--- src/rtl/fps_pkg.sv ---
// Shared constants and types for the fire pixel shader.
package fps_pkg;

  // Largest LED grid, in cells, that the shader accepts.
  localparam int unsigned MaxCellsDefault = 1024;

  // Field widths.
  localparam int unsigned PosW   = 10;
  localparam int unsigned ByteW  = 8;
  localparam int unsigned GridW  = 11;
  localparam int unsigned CellsW = 2 * GridW;

  // Stream and configuration port widths.
  localparam int unsigned InDataW  = 72;
  localparam int unsigned OutDataW = 40;
  localparam int unsigned CfgIdxW  = 3;
  localparam int unsigned CfgDataW = 11;

  // Configuration register indexes.
  typedef enum logic [CfgIdxW-1:0] {
    REG_GRID_WIDTH    = 3'd0,
    REG_GRID_HEIGHT   = 3'd1,
    REG_COOLING_GAIN  = 3'd2,
    REG_HUE_SPREAD    = 3'd3,
    REG_REVERSE_ORDER = 3'd4
  } cfg_reg_t;

  // Configuration reset values.
  localparam logic [GridW-1:0] GridWidthReset    = 11'd8;
  localparam logic [GridW-1:0] GridHeightReset   = 11'd8;
  localparam logic [ByteW-1:0] CoolingGainReset  = 8'd64;
  localparam logic [ByteW-1:0] HueSpreadReset    = 8'd64;

  // Hue sector codes of the six-sector HSV rule.
  typedef enum logic [2:0] {
    SECT_RED_YEL  = 3'd0,
    SECT_YEL_GRN  = 3'd1,
    SECT_GRN_CYN  = 3'd2,
    SECT_CYN_BLU  = 3'd3,
    SECT_BLU_MAG  = 3'd4,
    SECT_MAG_RED  = 3'd5
  } sector_t;

  // Scale a Q16 color component to an 8-bit channel: floor(c * 255 / 65536).
  function automatic logic [ByteW-1:0] to_channel(input logic [15:0] c16);
    logic [23:0] prod;
    prod = {c16, 8'd0} - {8'd0, c16};
    return prod[23:16];
  endfunction

endpackage

--- src/rtl/fire_pixel_shader.sv ---
// Fire effect LED shader: heat blend, cooling, hue offset, HSV to RGB and LED index.
//
//  Channel | Handshake               | Payload
//  --------+-------------------------+------------------------------------------------
//  in_     | in_tvalid / in_tready   | in_tdata: col, row, heat_here, heat_below,
//          |                         |           blend_phase, cooling_mask,
//          |                         |           hue_offset_mask, frame_hue
//  out_    | out_tvalid / out_tready | out_tdata: led_index, red, green, blue
//  cfg_    | cfg_we (no wait)        | cfg_index, cfg_wdata
//
// One item per clock sustained while the output is not stalled; each item passes five
// register stages (products, value and index, sector, HSV products, channels) before it
// is presented at the output.
// Items off the grid, or on a grid that is empty or too large, are dropped inside
// the pipeline and give no result.
// Each stage holds its valid bit and advances when the stage after it is empty or
// moving, so a stall at the output backs up only as far as it must.
// Reset (rst_n low, synchronous) empties the pipeline and loads the register defaults.
module fire_pixel_shader #(
  parameter int unsigned MAX_CELLS = fps_pkg::MaxCellsDefault
) (
  input  logic                         clk,
  input  logic                         rst_n,
  // Input stream.
  input  logic                         in_tvalid,
  output logic                         in_tready,
  // [9:0] cell_col, [19:10] cell_row, [27:20] heat_here, [35:28] heat_below,
  // [43:36] blend_phase, [51:44] cooling_mask, [59:52] hue_offset_mask,
  // [67:60] frame_hue, [71:68] zero
  input  logic [fps_pkg::InDataW-1:0]  in_tdata,
  // Result stream.
  output logic                         out_tvalid,
  input  logic                         out_tready,
  // [9:0] led_index, [17:10] red, [25:18] green, [33:26] blue, [39:34] zero
  output logic [fps_pkg::OutDataW-1:0] out_tdata,
  // Configuration write port.
  input  logic                         cfg_we,
  input  logic [fps_pkg::CfgIdxW-1:0]  cfg_index,
  input  logic [fps_pkg::CfgDataW-1:0] cfg_wdata
);
  import fps_pkg::*;

  // Configuration registers.
  logic [GridW-1:0] grid_width_r;
  logic [GridW-1:0] grid_height_r;
  logic [ByteW-1:0] cooling_gain_r;
  logic [ByteW-1:0] hue_spread_r;
  logic             reverse_order_r;

  always_ff @(posedge clk) begin
    if (!rst_n) begin
      grid_width_r    <= GridWidthReset;
      grid_height_r   <= GridHeightReset;
      cooling_gain_r  <= CoolingGainReset;
      hue_spread_r    <= HueSpreadReset;
      reverse_order_r <= 1'b0;
    end else if (cfg_we) begin
      unique case (cfg_index)
        REG_GRID_WIDTH:    grid_width_r    <= cfg_wdata;
        REG_GRID_HEIGHT:   grid_height_r   <= cfg_wdata;
        REG_COOLING_GAIN:  cooling_gain_r  <= cfg_wdata[ByteW-1:0];
        REG_HUE_SPREAD:    hue_spread_r    <= cfg_wdata[ByteW-1:0];
        REG_REVERSE_ORDER: reverse_order_r <= cfg_wdata[0];
        default: ;
      endcase
    end
  end

  // Input fields.
  logic [PosW-1:0]  in_col, in_row;
  logic [ByteW-1:0] in_here, in_below, in_phase, in_cmask, in_hmask, in_base;

  assign in_col   = in_tdata[9:0];
  assign in_row   = in_tdata[19:10];
  assign in_here  = in_tdata[27:20];
  assign in_below = in_tdata[35:28];
  assign in_phase = in_tdata[43:36];
  assign in_cmask = in_tdata[51:44];
  assign in_hmask = in_tdata[59:52];
  assign in_base  = in_tdata[67:60];

  // Stage valid bits and per-stage advance.
  logic s1_vld_r, s2_vld_r, s3_vld_r, s4_vld_r, s5_vld_r;
  logic s1_rdy, s2_rdy, s3_rdy, s4_rdy, s5_rdy;

  assign s5_rdy    = !s5_vld_r || out_tready;
  assign s4_rdy    = !s4_vld_r || s5_rdy;
  assign s3_rdy    = !s3_vld_r || s4_rdy;
  assign s2_rdy    = !s2_vld_r || s3_rdy;
  assign s1_rdy    = !s1_vld_r || s2_rdy;
  assign in_tready = s1_rdy;

  // Stage 1: blend, cooling and spread products; grid size and row offset.
  logic [8:0]        phase_inv;
  logic [GridW-1:0]  rows_above;
  logic              in_grid;

  logic [16:0]       s1_here_prod_r;
  logic [15:0]       s1_below_prod_r;
  logic [15:0]       s1_cool_r;
  logic [15:0]       s1_spread_r;
  logic [ByteW-1:0]  s1_base_r;
  logic [CellsW-1:0] s1_total_r;
  logic [CellsW-1:0] s1_row_base_r;
  logic [PosW-1:0]   s1_col_r;
  logic              s1_rev_r;
  logic              s1_in_grid_r;

  assign phase_inv  = 9'd256 - {1'b0, in_phase};
  assign rows_above = grid_height_r - GridW'(1) - {1'b0, in_row};
  assign in_grid    = ({1'b0, in_col} < grid_width_r) && ({1'b0, in_row} < grid_height_r);

  always_ff @(posedge clk) begin
    if (s1_rdy) begin
      s1_here_prod_r  <= 17'(phase_inv) * 17'(in_here);
      s1_below_prod_r <= 16'(in_phase) * 16'(in_below);
      s1_cool_r       <= 16'(in_cmask) * 16'(cooling_gain_r);
      s1_spread_r     <= 16'(in_hmask) * 16'(hue_spread_r);
      s1_base_r       <= in_base;
      s1_total_r      <= CellsW'(grid_width_r) * CellsW'(grid_height_r);
      s1_row_base_r   <= CellsW'(rows_above) * CellsW'(grid_width_r);
      s1_col_r        <= in_col;
      s1_rev_r        <= reverse_order_r;
      s1_in_grid_r    <= in_grid;
    end
  end

  // Stage 2: saturated value, wrapped hue and LED index; filter off-grid items.
  logic [17:0]       blend, cool4, diff;
  logic [ByteW-1:0]  val_nxt, hue_nxt;
  logic [CellsW-1:0] idx_fwd, idx_nxt;
  logic              keep;

  logic [ByteW-1:0]  s2_val_r;
  logic [ByteW-1:0]  s2_hue_r;
  logic [PosW-1:0]   s2_idx_r;
  logic              s2_keep_r;

  always_comb begin
    blend = 18'(s1_here_prod_r) + 18'(s1_below_prod_r);
    cool4 = {s1_cool_r, 2'b00};
    diff  = blend - cool4;
    if (blend <= cool4) begin
      val_nxt = '0;
    end else if (diff[17:16] != 2'b00) begin
      val_nxt = 8'hFF;
    end else begin
      val_nxt = diff[15:8];
    end
    hue_nxt = s1_base_r + s1_spread_r[13:6];
    idx_fwd = s1_row_base_r + CellsW'(s1_col_r);
    idx_nxt = s1_rev_r ? (s1_total_r - CellsW'(1) - idx_fwd) : idx_fwd;
    keep    = s1_in_grid_r && (s1_total_r != '0)
              && (s1_total_r <= CellsW'(MAX_CELLS)) && (idx_nxt < s1_total_r);
  end

  always_ff @(posedge clk) begin
    if (s2_rdy) begin
      s2_val_r  <= val_nxt;
      s2_hue_r  <= hue_nxt;
      s2_idx_r  <= idx_nxt[PosW-1:0];
      s2_keep_r <= keep;
    end
  end

  // Stage 3: hue sector and the Q16 factors for the falling and rising ramps.
  logic [10:0]      h6;
  logic [15:0]      frac255;
  logic [16:0]      q_fac_nxt, t_fac_nxt;

  logic [ByteW-1:0] s3_val_r;
  logic [2:0]       s3_sector_r;
  logic [16:0]      s3_q_fac_r, s3_t_fac_r;
  logic [PosW-1:0]  s3_idx_r;

  assign h6        = {1'b0, s2_hue_r, 2'b00} + {2'b00, s2_hue_r, 1'b0};
  assign frac255   = {h6[7:0], 8'd0} - {8'd0, h6[7:0]};
  assign q_fac_nxt = 17'h10000 - 17'(frac255);
  assign t_fac_nxt = 17'd256 + 17'(frac255);

  always_ff @(posedge clk) begin
    if (s3_rdy) begin
      s3_val_r    <= s2_val_r;
      s3_sector_r <= h6[10:8];
      s3_q_fac_r  <= q_fac_nxt;
      s3_t_fac_r  <= t_fac_nxt;
      s3_idx_r    <= s2_idx_r;
    end
  end

  // Stage 4: Q16 components V, P, Q and T.
  logic [24:0]      q_prod, t_prod;
  logic [15:0]      s4_v16_r, s4_p16_r, s4_q16_r, s4_t16_r;
  logic [2:0]       s4_sector_r;
  logic [PosW-1:0]  s4_idx_r;

  assign q_prod = 25'(s3_val_r) * 25'(s3_q_fac_r);
  assign t_prod = 25'(s3_val_r) * 25'(s3_t_fac_r);

  always_ff @(posedge clk) begin
    if (s4_rdy) begin
      s4_v16_r    <= {s3_val_r, 8'd0};
      s4_p16_r    <= 16'(s3_val_r);
      s4_q16_r    <= q_prod[23:8];
      s4_t16_r    <= t_prod[23:8];
      s4_sector_r <= s3_sector_r;
      s4_idx_r    <= s3_idx_r;
    end
  end

  // Stage 5: sector select and channel scaling into the output register.
  logic [15:0]      r16, g16, b16;
  logic [ByteW-1:0] s5_red_r, s5_green_r, s5_blue_r;
  logic [PosW-1:0]  s5_idx_r;

  always_comb begin
    unique case (s4_sector_r)
      SECT_RED_YEL: begin r16 = s4_v16_r; g16 = s4_t16_r; b16 = s4_p16_r; end
      SECT_YEL_GRN: begin r16 = s4_q16_r; g16 = s4_v16_r; b16 = s4_p16_r; end
      SECT_GRN_CYN: begin r16 = s4_p16_r; g16 = s4_v16_r; b16 = s4_t16_r; end
      SECT_CYN_BLU: begin r16 = s4_p16_r; g16 = s4_q16_r; b16 = s4_v16_r; end
      SECT_BLU_MAG: begin r16 = s4_t16_r; g16 = s4_p16_r; b16 = s4_v16_r; end
      default:      begin r16 = s4_v16_r; g16 = s4_p16_r; b16 = s4_q16_r; end
    endcase
  end

  always_ff @(posedge clk) begin
    if (s5_rdy) begin
      s5_red_r   <= to_channel(r16);
      s5_green_r <= to_channel(g16);
      s5_blue_r  <= to_channel(b16);
      s5_idx_r   <= s4_idx_r;
    end
  end

  // Valid bits; off-grid items leave the pipeline after stage 2.
  always_ff @(posedge clk) begin
    if (!rst_n) begin
      s1_vld_r <= 1'b0;
      s2_vld_r <= 1'b0;
      s3_vld_r <= 1'b0;
      s4_vld_r <= 1'b0;
      s5_vld_r <= 1'b0;
    end else begin
      if (s1_rdy) s1_vld_r <= in_tvalid;
      if (s2_rdy) s2_vld_r <= s1_vld_r;
      if (s3_rdy) s3_vld_r <= s2_vld_r && s2_keep_r;
      if (s4_rdy) s4_vld_r <= s3_vld_r;
      if (s5_rdy) s5_vld_r <= s4_vld_r;
    end
  end

  assign out_tvalid = s5_vld_r;
  assign out_tdata  = {6'd0, s5_blue_r, s5_green_r, s5_red_r, s5_idx_r};

`ifndef SYNTHESIS
  // Reset empties the output register.
  a_reset_empty: assert property (@(posedge clk) !rst_n |=> !out_tvalid)
    else $error("output valid after reset");

  // The two ramp factors always sum to one in Q16 plus the P level.
  a_ramp_sum: assert property (@(posedge clk) disable iff (!rst_n)
    s3_vld_r |-> (18'(s3_q_fac_r) + 18'(s3_t_fac_r) == 18'd65792))
    else $error("hue ramp factors inconsistent");

  // P is the smallest component and V the largest.
  a_comp_order: assert property (@(posedge clk) disable iff (!rst_n)
    s4_vld_r |-> (s4_p16_r <= s4_q16_r) && (s4_p16_r <= s4_t16_r)
                 && (s4_q16_r <= s4_v16_r) && (s4_t16_r <= s4_v16_r))
    else $error("HSV component ordering broken");

  // A stalled stage 4 holds its item until the next stage takes it.
  a_stage_hold: assert property (@(posedge clk) disable iff (!rst_n)
    s4_vld_r && !s4_rdy |=> s4_vld_r && $stable(s4_idx_r) && $stable(s4_v16_r))
    else $error("stalled item lost in stage 4");

  // A dropped item never reaches stage 3.
  a_drop: assert property (@(posedge clk) disable iff (!rst_n)
    s2_vld_r && !s2_keep_r && s3_rdy |=> !s3_vld_r)
    else $error("off-grid item passed the filter");
`endif

endmodule
--- config.mk ---
export PLATFORM = sky130hd
export DESIGN_NAME = fire_pixel_shader
export DESIGN_NICKNAME = d
export VERILOG_FILES = /design/src/rtl/fps_pkg.sv /design/src/rtl/fire_pixel_shader.sv
export SDC_FILE = /design/constraint.sdc
export NUM_CORES = 2
export LEC_CHECK = 0
export BUFFER_PORTS_ARGS = -buffer_cell sky130_fd_sc_hd__buf_2
export CAP_MARGIN = 10
export CORE_MARGIN = 2
export CORE_UTILIZATION = 50
export DETAILED_ROUTE_END_ITERATION = 8
export PLACE_DENSITY_LB_ADDON = 0.15
export REMOVE_ABC_BUFFERS = 1
export SLEW_MARGIN = 40
export SYNTH_ARGS = -nofsm -noshare
export SYNTH_HDL_FRONTEND = slang
export SYNTH_SLANG_ARGS = --single-unit
--- constraint.sdc ---
create_clock -name clk -period 16.9 [get_ports clk]
set_input_delay 3.38 -clock clk [delete_from_list [all_inputs] [get_ports clk]]
set_output_delay 3.38 -clock clk [all_outputs]
set_load 0.01 [all_outputs]
==> results.sh <==
export IMPL_synthArstFlopShare_pct=0
export IMPL_min_period_over_period_pct=63.7
export IMPL_cts_tree="done"
export IMPL_synth_compound_area_share_pct=9.21
export IMPL_synth_edf_count=287
export IMPL_fmax_mhz=92.9
export IMPL_hold_ws_ns=0.412
export IMPL_drv_slew=0
export IMPL_post_dp_hpwl_um=74100
export IMPL_fin_skew_ns=0.0248
export IMPL_post_cts_buffers=0
export IMPL_maxCapViolCount=0
export IMPL_power_switching_w=0.00397
export IMPL_clock_sinks=331
export IMPL_syn_cell_area_um2=41000
export IMPL_p_int_w=0.00453
export IMPL_cts_root_buf="clkbuf_16"
export IMPL_ys_flop_type="edfxtp_1"
export IMPL_cts_hold_buf=0
export IMPL_worstMarginPinSlew_ns=0.906
export IMPL_hold_depth=0
export IMPL_status="complete, no violations"
export IMPL_vdd_drop_max_uv=171
export IMPL_via_per_inst=5.31
export IMPL_required_ns=17.23
export IMPL_wl_per_cell_um=17.0
export IMPL_synth_fa_ha_area_share_pct=38.3
export IMPL_clock_path_buffers=3
export IMPL_initial_core_util_pct=50.3
export IMPL_crit_slowest_cell="a2111oi_1"
export IMPL_rr_worst_depth=29
export IMPL_cp_start_kind="input port"
export IMPL_pwr_share_comb_pct=69.7
export IMPL_cp_end_kind="flop"
export IMPL_antenna_found_initial=1
export IMPL_crit_arrival_ns=11.09
export IMPL_die_w_um=290
export IMPL_cts_resized=0
export IMPL_crit_top_cell="fa_1"
export IMPL_synthMuxAreaShare_pct=0.525
export IMPL_seqPwrFrac_pct=19.9
export IMPL_crit_type="in -> reg"
export IMPL_synth_distinct_cells=76
export IMPL_yosys_warnings=0
export IMPL_die_h_um=290
export IMPL_grt_max_degree=82
export IMPL_grt_pass1_vias=29500
export IMPL_gp_congestion=0.917
export IMPL_finalHoldViolCount=0
export IMPL_synth_top_family_by_area="adder cells"
export IMPL_p_per_area_nw_per_um2=193
export IMPL_min_period_ns=10.76
export IMPL_overflow=0
export IMPL_cp_slowest_stage_delay_ns=0.60
export IMPL_rsz0062_at_grt="false"
export IMPL_crit_fanout=11
export IMPL_diodes=0
export IMPL_final_cell_mix="inv_1, nand2_1, ha_1, fa_1, and2_1"
export IMPL_grt_pass1_wl_um=154000
export IMPL_coreArea_um2=81600
export IMPL_wl_um=93400
export IMPL_total_leakage_power_nw=20.9
export IMPL_setup_viol=0
export IMPL_clockPowerShare_pct=10.4
export IMPL_syn2layout_area_growth_pct=7.45
export IMPL_first_iter_violations=1624
export IMPL_dr_total_vias=29100
export IMPL_ant_nets=0
export IMPL_hold_path_class="reg -> reg"
export IMPL_finalInstanceArea_um2=44100
export IMPL_avgSynthCellArea_um2=9.52
export IMPL_drc_errors=0
export IMPL_finalSetupTns_ns=0
export IMPL_htree_levels=2
export IMPL_syn_inst=4308
export IMPL_yosys_register_bits=331
export IMPL_ys_seq_area_share_pct=23.2
export IMPL_synthXorXnorAreaFrac_pct=4.98
export IMPL_layout_cells_most_common="inv_1"
export IMPL_cts_buffers=40
export IMPL_place_area_um2=42700
export IMPL_yosys_area_share_simple_pct=16.2
export IMPL_drive_gt1_share_pct=5.98
export IMPL_switching_share_pct=46.7
export IMPL_max_slew_margin_pct=39.5
export IMPL_clkLatencyLatePin_ns=0.57
export IMPL_drt_pass1_iter_count=6
export IMPL_finalNetCount=5444
export IMPL_clk_pin_slew_worst_paths_ns=0.06
export IMPL_grt_usage_pct=22.7
export IMPL_die_area_um2=84300
export IMPL_io_buffers=122
export IMPL_rows=105
export IMPL_num_io_pins=133
==> cell type report <==
class,count,area [um2]
Fill cell,7467,37500
Multi-Input combinational cell,3172,28400
Sequential cell,331,9500
Inverter,687,2580
Tap cell,1070,1340
Clock buffer,50,1110
Timing Repair Buffer,153,850
Clock inverter,24,238
==> layer usage <==
metal	vias up	track usage, %	routed length [um]
met5	-	0	0
met4	0	7.52	3140
met3	136	2.68	4490
li1	14200	-	-
met1	14200	31.0	42400
met2	614	37.8	43400
==> worst paths after layout <==
check / start / endpoint / slack (ns)
setup reg to reg: grid_height_r[0] / s1_row_base_r[21] / 8.33
hold / removal: s3_sector_r[1] / s4_sector_r[1] / 0.41
hold reg to reg: s3_sector_r[1] / s4_sector_r[1] / 0.41
setup / recovery: in_tdata[10] / s1_row_base_r[21] / 6.14
==> kinds of logic (layout without fill, tap and decap cells) <==
family / count (synthesis) / after routing
flops: 331 / 331
simple gates: 1372 / 1372
buf+inv: 810 / 914
compound gates: 572 / 572
fa+ha+maj: 968 / 968
mux: 21 / 21
xor+xnor: 233 / 233
other cells: 1 / 6
==> registers in the layout, indices dropped and copies added, names as in the netlist, 11 cells and up <==
| register | count |
|---|---|
| s1_row_base_r | 22 |
| s1_total_r | 22 |
| s1_here_prod_r | 17 |
| s1_below_prod_r | 16 |
| s1_cool_r | 16 |
| s3_q_fac_r | 16 |
| s4_q16_r | 16 |
| s4_t16_r | 16 |
| s3_t_fac_r | 15 |
| grid_height_r | 11 |
| grid_width_r | 11 |
==> power groups by stage <==
stage / registers, W / logic [W] / clock network (W)
6_report: 0.00169 / 0.00593 / 0.000886
5_1_grt: 0.00171 / 0.00681 / 0.000943
4_1_cts: 0.00169 / 0.00598 / 0.000912
3_5_place_dp: 0.00170 / 0.00593 / 0
3_3_place_gp: 0.00170 / 0.00582 / 0
2_1_floorplan: 0.00168 / 0.00454 / 0
==> cells in the mapped netlist, types with 16 or more instances <==
master	number	area [um2]
xor2_1	66	578
o21ai_0	104	521
nor2b_1	54	338
o21a_1	38	285
a31oi_1	21	131
edfxtp_1	287	8620
a21oi_1	142	711
fa_1	478	9570
nor3_1	42	210
o21bai_1	17	128
o211ai_1	16	120
nand2b_1	23	144
mux2i_1	17	170
inv_1	684	2570
and3_1	28	175
ha_1	490	6130
a21o_1	60	450
a211oi_1	26	195
clkbuf_1	97	364
nand2_1	571	2140
a21boi_0	53	398
nor2_1	182	683
xnor2_1	167	1460
and2_1	354	2210
nand3_1	46	230
dfxtp_1	44	881
==> critical path: cells and delay by family <==
family,cells,cell delay [ns]
AOI/OAI and AO/OA,11,2.89
and+or+nand+nor,4,0.66
xor gates and xnor gates,1,0.16
buffers and inverters,7,0.58
adders and majority gates,8,3.42
==> per-stage QoR <==
stage	utilization [%]	worst slack (ns)	std cells	total power [W]
global placement	52.3	5.74	5413	0.00752
CTS	54.0	6.22	5487	0.00858
finish	54.0	6.14	5487	0.00851
global route	54.0	5.73	5487	0.00947
floorplan	-	6.46	4190	0.00623
detailed placement	52.3	5.61	5413	0.00763
(Power assumes the default switching activity.)
